===== src/rtl/hem_pkg.sv =====
`timescale 1ns / 1ps
`default_nettype none
// ----------------------------------------------------------------------------
// hem_pkg: shared types and constants of the HDR exposure merge
// Field widths, register indexes, reset values and inter-stage structs.
// ----------------------------------------------------------------------------
package hem_pkg;

    localparam int PIX_W         = 16;   // exposure sample, unsigned Q0.16
    localparam int GAIN_W        = 24;   // reciprocal gain, unsigned Q8.16
    localparam int OUT_W         = 24;   // merged value, unsigned Q8.16
    localparam int CNT_W         = 3;    // valid exposure count
    localparam int EXP_W         = 3;    // exposures_in_use register
    localparam int LANES         = 4;    // exposures carried per beat
    localparam int MAX_EXPOSURES = 4;
    localparam int LANE_LIMIT    = (MAX_EXPOSURES < LANES) ? MAX_EXPOSURES : LANES;

    localparam int PROD_W        = PIX_W + GAIN_W;        // Q8.32 product
    localparam int SUM_W         = PROD_W + 2;            // four products
    localparam int X_W           = SUM_W - PIX_W;         // sum in Q10.16

    // floor(x / 3) estimate: (x * RECIP) >> SHIFT, short by at most one
    localparam int DIV3_SHIFT    = 28;
    localparam int RECIP_W       = 27;
    localparam logic [RECIP_W-1:0] DIV3_RECIP = RECIP_W'((64'd1 << DIV3_SHIFT) / 3);

    localparam logic [GAIN_W-1:0] GAIN_ONE    = GAIN_W'(65536);
    localparam logic [PIX_W-1:0]  LOW_RESET   = PIX_W'(131);
    localparam logic [PIX_W-1:0]  HIGH_RESET  = PIX_W'(64881);
    localparam logic [EXP_W-1:0]  EXP_RESET   = EXP_W'(4);
    localparam logic [OUT_W-1:0]  OUT_MAX     = '1;

    localparam int CFG_IDX_W     = 3;
    localparam int CFG_DATA_W    = 24;

    typedef enum logic [CFG_IDX_W-1:0] {
        REG_LOW_THRESHOLD  = 3'd0,
        REG_HIGH_THRESHOLD = 3'd1,
        REG_EXPOSURES      = 3'd2,
        REG_INV_GAIN_ONE   = 3'd3,
        REG_INV_GAIN_TWO   = 3'd4,
        REG_INV_GAIN_THREE = 3'd5
    } cfg_reg_t;

    // per-lane role for the current exposure count
    typedef struct packed {
        logic active;     // lane is within the count
        logic chk_low;    // low threshold applies
        logic chk_high;   // high threshold applies
    } lane_ctl_t;

    typedef struct packed {
        logic              ok;
        logic [PROD_W-1:0] product;
        logic [PIX_W-1:0]  raw;
    } lane_res_t;

    typedef struct packed {
        logic [X_W-1:0]   x;         // sum of products, Q10.16
        logic [CNT_W-1:0] count;
        logic [OUT_W-1:0] fallback;  // exposure 0 in Q8.16
    } merge_res_t;

endpackage
`default_nettype wire


===== src/rtl/hem_lane.sv =====
`timescale 1ns / 1ps
`default_nettype none
// ----------------------------------------------------------------------------
// hem_lane: one exposure lane
// Threshold check and gain multiply, registered.
// ----------------------------------------------------------------------------
module hem_lane (
    input  wire                              aclk,
    input  wire                              load,
    input  wire  [hem_pkg::PIX_W-1:0]        pixel,
    input  wire  [hem_pkg::GAIN_W-1:0]       gain,
    input  wire  [hem_pkg::PIX_W-1:0]        low_thr,
    input  wire  [hem_pkg::PIX_W-1:0]        high_thr,
    input  wire  hem_pkg::lane_ctl_t         ctl,
    output hem_pkg::lane_res_t               res_reg
);

    hem_pkg::lane_res_t res_next;

    always_comb begin
        res_next.ok      = ctl.active
                         && (!ctl.chk_low  || (pixel >= low_thr))
                         && (!ctl.chk_high || (pixel <= high_thr));
        res_next.product = hem_pkg::PROD_W'(pixel) * hem_pkg::PROD_W'(gain);
        res_next.raw     = pixel;
    end

    always_ff @(posedge aclk) begin
        if (load) begin
            res_reg <= res_next;
        end
    end

endmodule
`default_nettype wire


===== src/rtl/hem_merge.sv =====
`timescale 1ns / 1ps
`default_nettype none
// ----------------------------------------------------------------------------
// hem_merge: combines the lane results
// Sums valid products, counts valid lanes, keeps the exposure 0 fallback.
// ----------------------------------------------------------------------------
module hem_merge (
    input  wire                              aclk,
    input  wire                              load,
    input  wire  hem_pkg::lane_res_t         lane_res [hem_pkg::LANES],
    output hem_pkg::merge_res_t              merge_reg
);

    logic [hem_pkg::SUM_W-1:0] sum;
    logic [hem_pkg::CNT_W-1:0] count;
    hem_pkg::merge_res_t       merge_next;

    always_comb begin
        sum   = '0;
        count = '0;
        for (int i = 0; i < hem_pkg::LANES; i++) begin
            if (lane_res[i].ok) begin
                sum   = sum + hem_pkg::SUM_W'(lane_res[i].product);
                count = count + hem_pkg::CNT_W'(1);
            end
        end
        // truncating the Q10.32 sum to Q10.16 before the divide gives the same floor
        merge_next.x        = sum[hem_pkg::SUM_W-1:hem_pkg::PIX_W];
        merge_next.count    = count;
        // Q0.16 into Q8.16: same bits, zero integer part
        merge_next.fallback = hem_pkg::OUT_W'(lane_res[0].raw);
    end

    always_ff @(posedge aclk) begin
        if (load) begin
            merge_reg <= merge_next;
        end
    end

endmodule
`default_nettype wire


===== src/rtl/hem_div.sv =====
`timescale 1ns / 1ps
`default_nettype none
// ----------------------------------------------------------------------------
// hem_div: average and saturate
// Divide by count (shift, or reciprocal multiply for three), correct, clamp.
// ----------------------------------------------------------------------------
module hem_div (
    input  wire                              aclk,
    input  wire                              load_est,
    input  wire                              load_out,
    input  wire  hem_pkg::merge_res_t        merge_res,
    output logic [hem_pkg::OUT_W-1:0]        hdr_reg,
    output logic [hem_pkg::CNT_W-1:0]        count_reg
);

    localparam int MUL_W = hem_pkg::X_W + hem_pkg::RECIP_W;

    // estimate stage
    logic [MUL_W-1:0]          prod3;
    logic [hem_pkg::X_W-1:0]   est_next;
    logic [hem_pkg::X_W-1:0]   est_reg;
    logic [hem_pkg::X_W-1:0]   x_reg;
    logic [hem_pkg::CNT_W-1:0] cnt_reg;
    logic [hem_pkg::OUT_W-1:0] fb_reg;

    always_comb begin
        prod3 = MUL_W'(merge_res.x) * MUL_W'(hem_pkg::DIV3_RECIP);
        case (merge_res.count)
            3'd2:    est_next = merge_res.x >> 1;
            3'd3:    est_next = hem_pkg::X_W'(prod3 >> hem_pkg::DIV3_SHIFT);
            3'd4:    est_next = merge_res.x >> 2;
            default: est_next = merge_res.x;
        endcase
    end

    always_ff @(posedge aclk) begin
        if (load_est) begin
            est_reg <= est_next;
            x_reg   <= merge_res.x;
            cnt_reg <= merge_res.count;
            fb_reg  <= merge_res.fallback;
        end
    end

    // correction and clamp stage
    logic [hem_pkg::X_W-1:0]   rem3;
    logic [hem_pkg::X_W-1:0]   quot;
    logic [hem_pkg::OUT_W-1:0] hdr_next;

    always_comb begin
        rem3 = x_reg - ((est_reg << 1) + est_reg);
        quot = est_reg;
        if ((cnt_reg == 3'd3) && (rem3 >= hem_pkg::X_W'(3))) begin
            quot = est_reg + hem_pkg::X_W'(1);
        end
        if (cnt_reg == '0) begin
            hdr_next = fb_reg;
        end else if (quot[hem_pkg::X_W-1:hem_pkg::OUT_W] != '0) begin
            hdr_next = hem_pkg::OUT_MAX;
        end else begin
            hdr_next = quot[hem_pkg::OUT_W-1:0];
        end
    end

    always_ff @(posedge aclk) begin
        if (load_out) begin
            hdr_reg   <= hdr_next;
            count_reg <= cnt_reg;
        end
    end

endmodule
`default_nettype wire


===== src/rtl/hdr_exposure_merge_top.sv =====
`timescale 1ns / 1ps
`default_nettype none
// An accepted input beat passes the lane, merge, estimate and output registers to m_tdata.
// Throughput: one beat per cycle unless the output stalls; four exposure lanes run in
// parallel and the four-stage pipeline (lanes, merge, estimate, correct) holds one item each.
// Stalls start at the output register and ripple back only through full stages.
// Reset (aresetn low, synchronous) empties the pipeline and loads register defaults.
// ----------------------------------------------------------------------------
// hdr_exposure_merge_top: HDR merge of up to four exposures per pixel
// Per-exposure threshold check and gain scaling in lanes, then averaging of
// the valid lanes into an unsigned Q8.16 radiance with saturation.
// ----------------------------------------------------------------------------
module hdr_exposure_merge_top (
    input  wire         aclk,
    input  wire         aresetn,

    // input stream: pixel_zero, pixel_one, pixel_two, pixel_three (16 b each)
    input  wire         s_tvalid,
    output logic        s_tready,
    input  wire  [63:0] s_tdata,

    // result stream: hdr_value [23:0], valid_count [26:24], zeros above
    output logic        m_tvalid,
    input  wire         m_tready,
    output logic [31:0] m_tdata,

    // register writes
    input  wire                                cfg_valid,
    output logic                               cfg_ready,
    input  wire  [hem_pkg::CFG_IDX_W-1:0]      cfg_index,
    input  wire  [hem_pkg::CFG_DATA_W-1:0]     cfg_data
);

    localparam int LANES = hem_pkg::LANES;

    // ------------------------------------------------------------------
    // Configuration registers
    // ------------------------------------------------------------------
    logic [hem_pkg::PIX_W-1:0]  low_reg;
    logic [hem_pkg::PIX_W-1:0]  high_reg;
    logic [hem_pkg::EXP_W-1:0]  exp_reg;
    logic [hem_pkg::GAIN_W-1:0] gain1_reg;
    logic [hem_pkg::GAIN_W-1:0] gain2_reg;
    logic [hem_pkg::GAIN_W-1:0] gain3_reg;

    assign cfg_ready = 1'b1;

    always_ff @(posedge aclk) begin
        if (!aresetn) begin
            low_reg   <= hem_pkg::LOW_RESET;
            high_reg  <= hem_pkg::HIGH_RESET;
            exp_reg   <= hem_pkg::EXP_RESET;
            gain1_reg <= hem_pkg::GAIN_ONE;
            gain2_reg <= hem_pkg::GAIN_ONE;
            gain3_reg <= hem_pkg::GAIN_ONE;
        end else if (cfg_valid && cfg_ready) begin
            unique case (hem_pkg::cfg_reg_t'(cfg_index))
                hem_pkg::REG_LOW_THRESHOLD:  low_reg   <= cfg_data[hem_pkg::PIX_W-1:0];
                hem_pkg::REG_HIGH_THRESHOLD: high_reg  <= cfg_data[hem_pkg::PIX_W-1:0];
                hem_pkg::REG_EXPOSURES:      exp_reg   <= cfg_data[hem_pkg::EXP_W-1:0];
                hem_pkg::REG_INV_GAIN_ONE:   gain1_reg <= cfg_data[hem_pkg::GAIN_W-1:0];
                hem_pkg::REG_INV_GAIN_TWO:   gain2_reg <= cfg_data[hem_pkg::GAIN_W-1:0];
                hem_pkg::REG_INV_GAIN_THREE: gain3_reg <= cfg_data[hem_pkg::GAIN_W-1:0];
                default: ;   // unmapped index: write dropped
            endcase
        end
    end

    // Exposures in use: zero reads as one, anything above the lane limit clamps.
    logic [hem_pkg::EXP_W-1:0] n_used;

    always_comb begin
        if (exp_reg == '0) begin
            n_used = hem_pkg::EXP_W'(1);
        end else if (exp_reg > hem_pkg::EXP_W'(hem_pkg::LANE_LIMIT)) begin
            n_used = hem_pkg::EXP_W'(hem_pkg::LANE_LIMIT);
        end else begin
            n_used = exp_reg;
        end
    end

    // Lane roles: exposure 0 checks only the low threshold (also when alone),
    // the last exposure in use only the high one, those between check both.
    hem_pkg::lane_ctl_t        lane_ctl  [LANES];
    logic [hem_pkg::GAIN_W-1:0] lane_gain [LANES];

    always_comb begin
        lane_gain[0] = hem_pkg::GAIN_ONE;
        lane_gain[1] = gain1_reg;
        lane_gain[2] = gain2_reg;
        lane_gain[3] = gain3_reg;
        for (int i = 0; i < LANES; i++) begin
            lane_ctl[i].active   = hem_pkg::EXP_W'(i) < n_used;
            lane_ctl[i].chk_low  = (i == 0) || (hem_pkg::EXP_W'(i + 1) != n_used);
            lane_ctl[i].chk_high = (i != 0);
        end
    end

    // ------------------------------------------------------------------
    // Pipeline occupancy and flow control: a stage loads when it is empty
    // or its successor loads in the same cycle.
    // ------------------------------------------------------------------
    logic v1_reg, v2_reg, v3_reg, v4_reg;
    logic rdy1, rdy2, rdy3, rdy4;

    assign rdy4     = !v4_reg || m_tready;
    assign rdy3     = !v3_reg || rdy4;
    assign rdy2     = !v2_reg || rdy3;
    assign rdy1     = !v1_reg || rdy2;
    assign s_tready = rdy1;

    always_ff @(posedge aclk) begin
        if (!aresetn) begin
            v1_reg <= 1'b0;
            v2_reg <= 1'b0;
            v3_reg <= 1'b0;
            v4_reg <= 1'b0;
        end else begin
            if (rdy1) v1_reg <= s_tvalid;
            if (rdy2) v2_reg <= v1_reg;
            if (rdy3) v3_reg <= v2_reg;
            if (rdy4) v4_reg <= v3_reg;
        end
    end

    // ------------------------------------------------------------------
    // Stage 1: exposure lanes
    // ------------------------------------------------------------------
    hem_pkg::lane_res_t lane_res [LANES];

    for (genvar g = 0; g < LANES; g++) begin : g_lane
        hem_lane u_lane (
            .aclk     (aclk),
            .load     (rdy1),
            .pixel    (s_tdata[g*hem_pkg::PIX_W +: hem_pkg::PIX_W]),
            .gain     (lane_gain[g]),
            .low_thr  (low_reg),
            .high_thr (high_reg),
            .ctl      (lane_ctl[g]),
            .res_reg  (lane_res[g])
        );
    end

    // ------------------------------------------------------------------
    // Stage 2: sum and count
    // ------------------------------------------------------------------
    hem_pkg::merge_res_t merge_res;

    hem_merge u_merge (
        .aclk      (aclk),
        .load      (rdy2),
        .lane_res  (lane_res),
        .merge_reg (merge_res)
    );

    // ------------------------------------------------------------------
    // Stages 3 and 4: divide by count, saturate, output register
    // ------------------------------------------------------------------
    logic [hem_pkg::OUT_W-1:0] hdr_value;
    logic [hem_pkg::CNT_W-1:0] valid_count;

    hem_div u_div (
        .aclk      (aclk),
        .load_est  (rdy3),
        .load_out  (rdy4),
        .merge_res (merge_res),
        .hdr_reg   (hdr_value),
        .count_reg (valid_count)
    );

    assign m_tvalid = v4_reg;
    assign m_tdata  = {(32 - hem_pkg::OUT_W - hem_pkg::CNT_W)'(0), valid_count, hdr_value};

    // ------------------------------------------------------------------
    // Assertions
    // ------------------------------------------------------------------
    // back-pressure only ever starts at a held output beat
    a_stall_origin: assert property (@(posedge aclk) disable iff (!aresetn)
        !s_tready |-> (m_tvalid && !m_tready))
        else $error("input stalled without a held output beat");

    // a full pipeline with a blocked output must stall the input
    a_full_stall: assert property (@(posedge aclk) disable iff (!aresetn)
        (v1_reg && v2_reg && v3_reg && v4_reg && !m_tready) |-> !s_tready)
        else $error("full pipeline accepted a beat");

    // never more valid exposures than lanes
    a_count_range: assert property (@(posedge aclk) disable iff (!aresetn)
        m_tvalid |-> (valid_count <= hem_pkg::CNT_W'(LANES)))
        else $error("valid_count out of range");

    // fallback passes a Q0.16 sample, so the integer part is zero
    a_fallback_frac: assert property (@(posedge aclk) disable iff (!aresetn)
        (m_tvalid && (valid_count == '0)) |-> (hdr_value[hem_pkg::OUT_W-1:16] == '0))
        else $error("fallback value has an integer part");

endmodule
`default_nettype wire


===== config.mk =====
export PLATFORM = sky130hd
export DESIGN_NAME = hdr_exposure_merge_top
export DESIGN_NICKNAME = d
export VERILOG_FILES = /design/src/rtl/hem_pkg.sv /design/src/rtl/hem_lane.sv /design/src/rtl/hem_merge.sv /design/src/rtl/hem_div.sv /design/src/rtl/hdr_exposure_merge_top.sv
export SDC_FILE = /design/constraint.sdc
export NUM_CORES = 2
export LEC_CHECK = 0
export BUFFER_PORTS_ARGS = -buffer_cell sky130_fd_sc_hd__buf_2
export CAP_MARGIN = 40
export CORE_MARGIN = 2
export CORE_UTILIZATION = 60
export CTS_BUF_LIST = sky130_fd_sc_hd__clkbuf_16
export DETAILED_ROUTE_END_ITERATION = 8
export GPL_ROUTABILITY_DRIVEN = 0
export PLACE_DENSITY = 0.88
export SYNTH_ARGS = -nofsm -noshare
export SYNTH_HDL_FRONTEND = slang
export SYNTH_SLANG_ARGS = --single-unit

===== constraint.sdc =====
create_clock -name aclk -period 7.5 [get_ports aclk]
set_input_delay 1.5 -clock aclk [delete_from_list [all_inputs] [get_ports aclk]]
set_output_delay 1.5 -clock aclk [all_outputs]
set_load 0.02 [all_outputs]

==> impl_metrics.csv <==
group,metric,value,unit
placement,port_buffers,124,
placement,placedCellCount,9006,
clock_tree,cts_sinks,394,
yosys,synth-async-reset-ratio,0,
clock_tree,root_buffer,"clkbuf_16",
drt,wl,197000,um
global_routing,grt_max_degree,96,
clock_tree,cts_buffers,46,
critical_path,endpoint_kind,"flip-flop",
floorplan,die_w,338,um
global_routing,grt_pass1_vias,58800,
floorplan,core_region_area,111000,um2
floorplan,die_area,114000,um2
global_routing,overflow,0,
yosys,synthesis.area,67000,um2
run_status,failed_checks,"design-rule violations",
global_routing,grt_pass1_wl,307000,um
sta,finalCritPeriodShare,0.999,
yosys,synth_top_cells_by_area,"fa_1 (33%), ha_1 (14%), edfxtp_1 (13%)",
finish,finish.utilization,0.668,
finish,layout-drive-gt1-share,0.107,
drt,drtIter0Drc,6080,
placement,hpwl,158000,um
sta,fmax,0.134,GHz
critical_path,r2r_slack,0.01,ns
finish,largest_register_ffs,140,
critical_path,cpMostUsedCell,"fa_1",
finish,nNetsFinal,9515,
yosys,synthFlopType,"edfxtp_1",
critical_path,cp-start-kind,"flip-flop",
drt,drtAntennaViolNets,0,
drt,vias_per_cell,6.10,
clock_tree,clkTransAtPathRegs,0.06,ns
critical_path,critPathArrivalTime,7.85,ns
sta,setup_viol,0,
floorplan,start_util,0.605,
yosys,syn_inst,7225,
critical_path,slowest_delay,0.66,ns
clock_tree,h-tree-depth,2,
placement,post-place-ws,-0.655,ns
yosys,synth-seq-cells,394,
sta,drv_slew,0,
drt,drc,1,
sta,skew,0.0447,ns
drt,wl_per_cell,21.6,um
finish,syn_to_final_growth,10.5,%
floorplan,num_io_pins,131,
drt,drtPass1Iterations,9,
yosys,synth_seq_area_share,0.160,
yosys,yosysWarnings,0,
global_routing,grt_util_all_layers,0.340,
yosys,avgSynthCellArea,9.28,um2
yosys,synth_edf_count,283,
finish,fillers,7532,
critical_path,critPathRequiredTime,7.86,ns
floorplan,die_h,338,um
sta,hold_viol_final,0,
clock_tree,cts_tree,"built",
sta,finalWorstSetupSlack,0.0103,ns
floorplan,rows,122,
critical_path,crit_path_top_delay_cell,"fa_2",
clock_tree,cts_buffer_depth,3,
critical_path,criticalPathCategory,"flip-flop to flip-flop",
sta,slew_headroom,0.337,
clock_tree,cts_hold_buf,0,
drt,vias,55500,
worst_hold_path,hold_class,"flip-flop to flip-flop",
sta,period_minus_slack,7.49,ns
clock_tree,clock_latency,0.65,ns
sta,worstMarginPinSlew,0.995,ns
critical_path,crit_fanout,3,
yosys,yosysTopAreaCell,"fa_1",
run_status,status,"finished with violations",
finish,instances_no_fill,9102,
job,maxCapViolCount,0,
yosys,synth_top_area_frac,0.326,
global_routing,antenna_found_initial,12,
yosys,yosysUniqueCellTypes,95,
-- worst max-delay path, delay by kind of cell, from the launching register on --
family	cells	cell delay (ns)
and+or+nand+nor	1	0.17
buffers and inverters	5	0.49
adders and majority gates	8	3.85
DFF	1	0.52
AOI/OAI and AO/OA	10	1.97
xor gates and xnor gates	1	0.18
-- per-layer routing --
layer	GRT usage	vias to the layer above	part of all wire
li1	-	23600	-
met1	0.395	26800	0.33
met2	0.557	3943	0.46
met3	0.0997	1120	0.13
met4	0.205	12	0.075
met5	0	-	0.00041
-- area by class of cell --
type                       count  area [um2]  area share
clock inverter                39         337     0.00454
sequential                   394       10700       0.145
clock buffer                  46        1150      0.0155
multi-input combinational   5252       50700       0.685
inverter                    1286        4830      0.0652
timing repair buffer         592        4430      0.0598
tap                         1488        1860      0.0251
antenna                        5        12.5    0.000169
-- synthesized netlist by cell type (51+ instances only) --
library cell and n:
inv_1 1285, nor2_1 212, nand2_1 1175, o21ai_0 124, xnor2_1 171, a21boi_0 90
xor2_1 73, dfxtp_1 111, fa_1 1091, nor2b_1 51, a21oi_1 283, edfxtp_1 283
ha_1 756, a21o_1 131, and2_1 381, nand3_1 67, clkbuf_1 272
-- cell families (layout without fill, tap and decap cells) --
logic type,Yosys count,count (layout),synth area share
DFF,394,394,0.160
adders and majority gates,1850,1850,0.467
other,2,11,0.000112
muxes,53,53,0.00862
AOI/OAI and AO/OA,988,988,0.0984
xor gates and xnor gates,244,244,0.0319
and+or+nand+nor,2111,2111,0.144
buffers and inverters,1583,1963,0.0894
-- through the flow --
step | area (um2) | setup TNS, ns | hold slack, ns
after global routing | 74100 | -0.968 | 0.427
after global placement | 72100 | -7.67 | 0.401
after detailed placement | 72200 | -13.65 | 0.407
after CTS | 73700 | -0.00530 | 0.421
after floorplan | 67200 | -0.0652 | 0.400
final | 74100 | 0 | 0.424
-- what timing repair did --
item / in CTS / in global routing
setup endpoints to repair: 10 / 40
pin swaps: 1 / 14
resized for setup: 11 / 65
setup buffers: 0 / 6
-- cell usage in the layout, fill, tap and decap left out, types with 170 or more instances in the layout --
| cell type | instances |
|---|---|
| buf_4 | 442 |
| inv_1 | 1287 |
| ha_1 | 746 |
| a21oi_1 | 272 |
| fa_1 | 1087 |
| xnor2_1 | 170 |
| nor2_1 | 210 |
| edfxtp_1 | 283 |
| nand2_1 | 1173 |
| and2_1 | 381 |
-- path summary, 6_finish.rpt --
path / start / endpoint / cells past startpoint
max: u_merge.merge_reg[31]$_DFFE_PP_ / u_div.est_reg[21]$_DFFE_PP_ / 25
min: u_merge.merge_reg[9]$_DFFE_PP_ / u_div.fb_reg[9]$_DFFE_PP_ / 0
min reg2reg: u_merge.merge_reg[9]$_DFFE_PP_ / u_div.fb_reg[9]$_DFFE_PP_ / 0
max reg2reg: u_merge.merge_reg[31]$_DFFE_PP_ / u_div.est_reg[21]$_DFFE_PP_ / 25
Power is left out: the tool's default activity adds up to more than one toggle a clock period on the data nets, which glitch-free logic cannot reach.
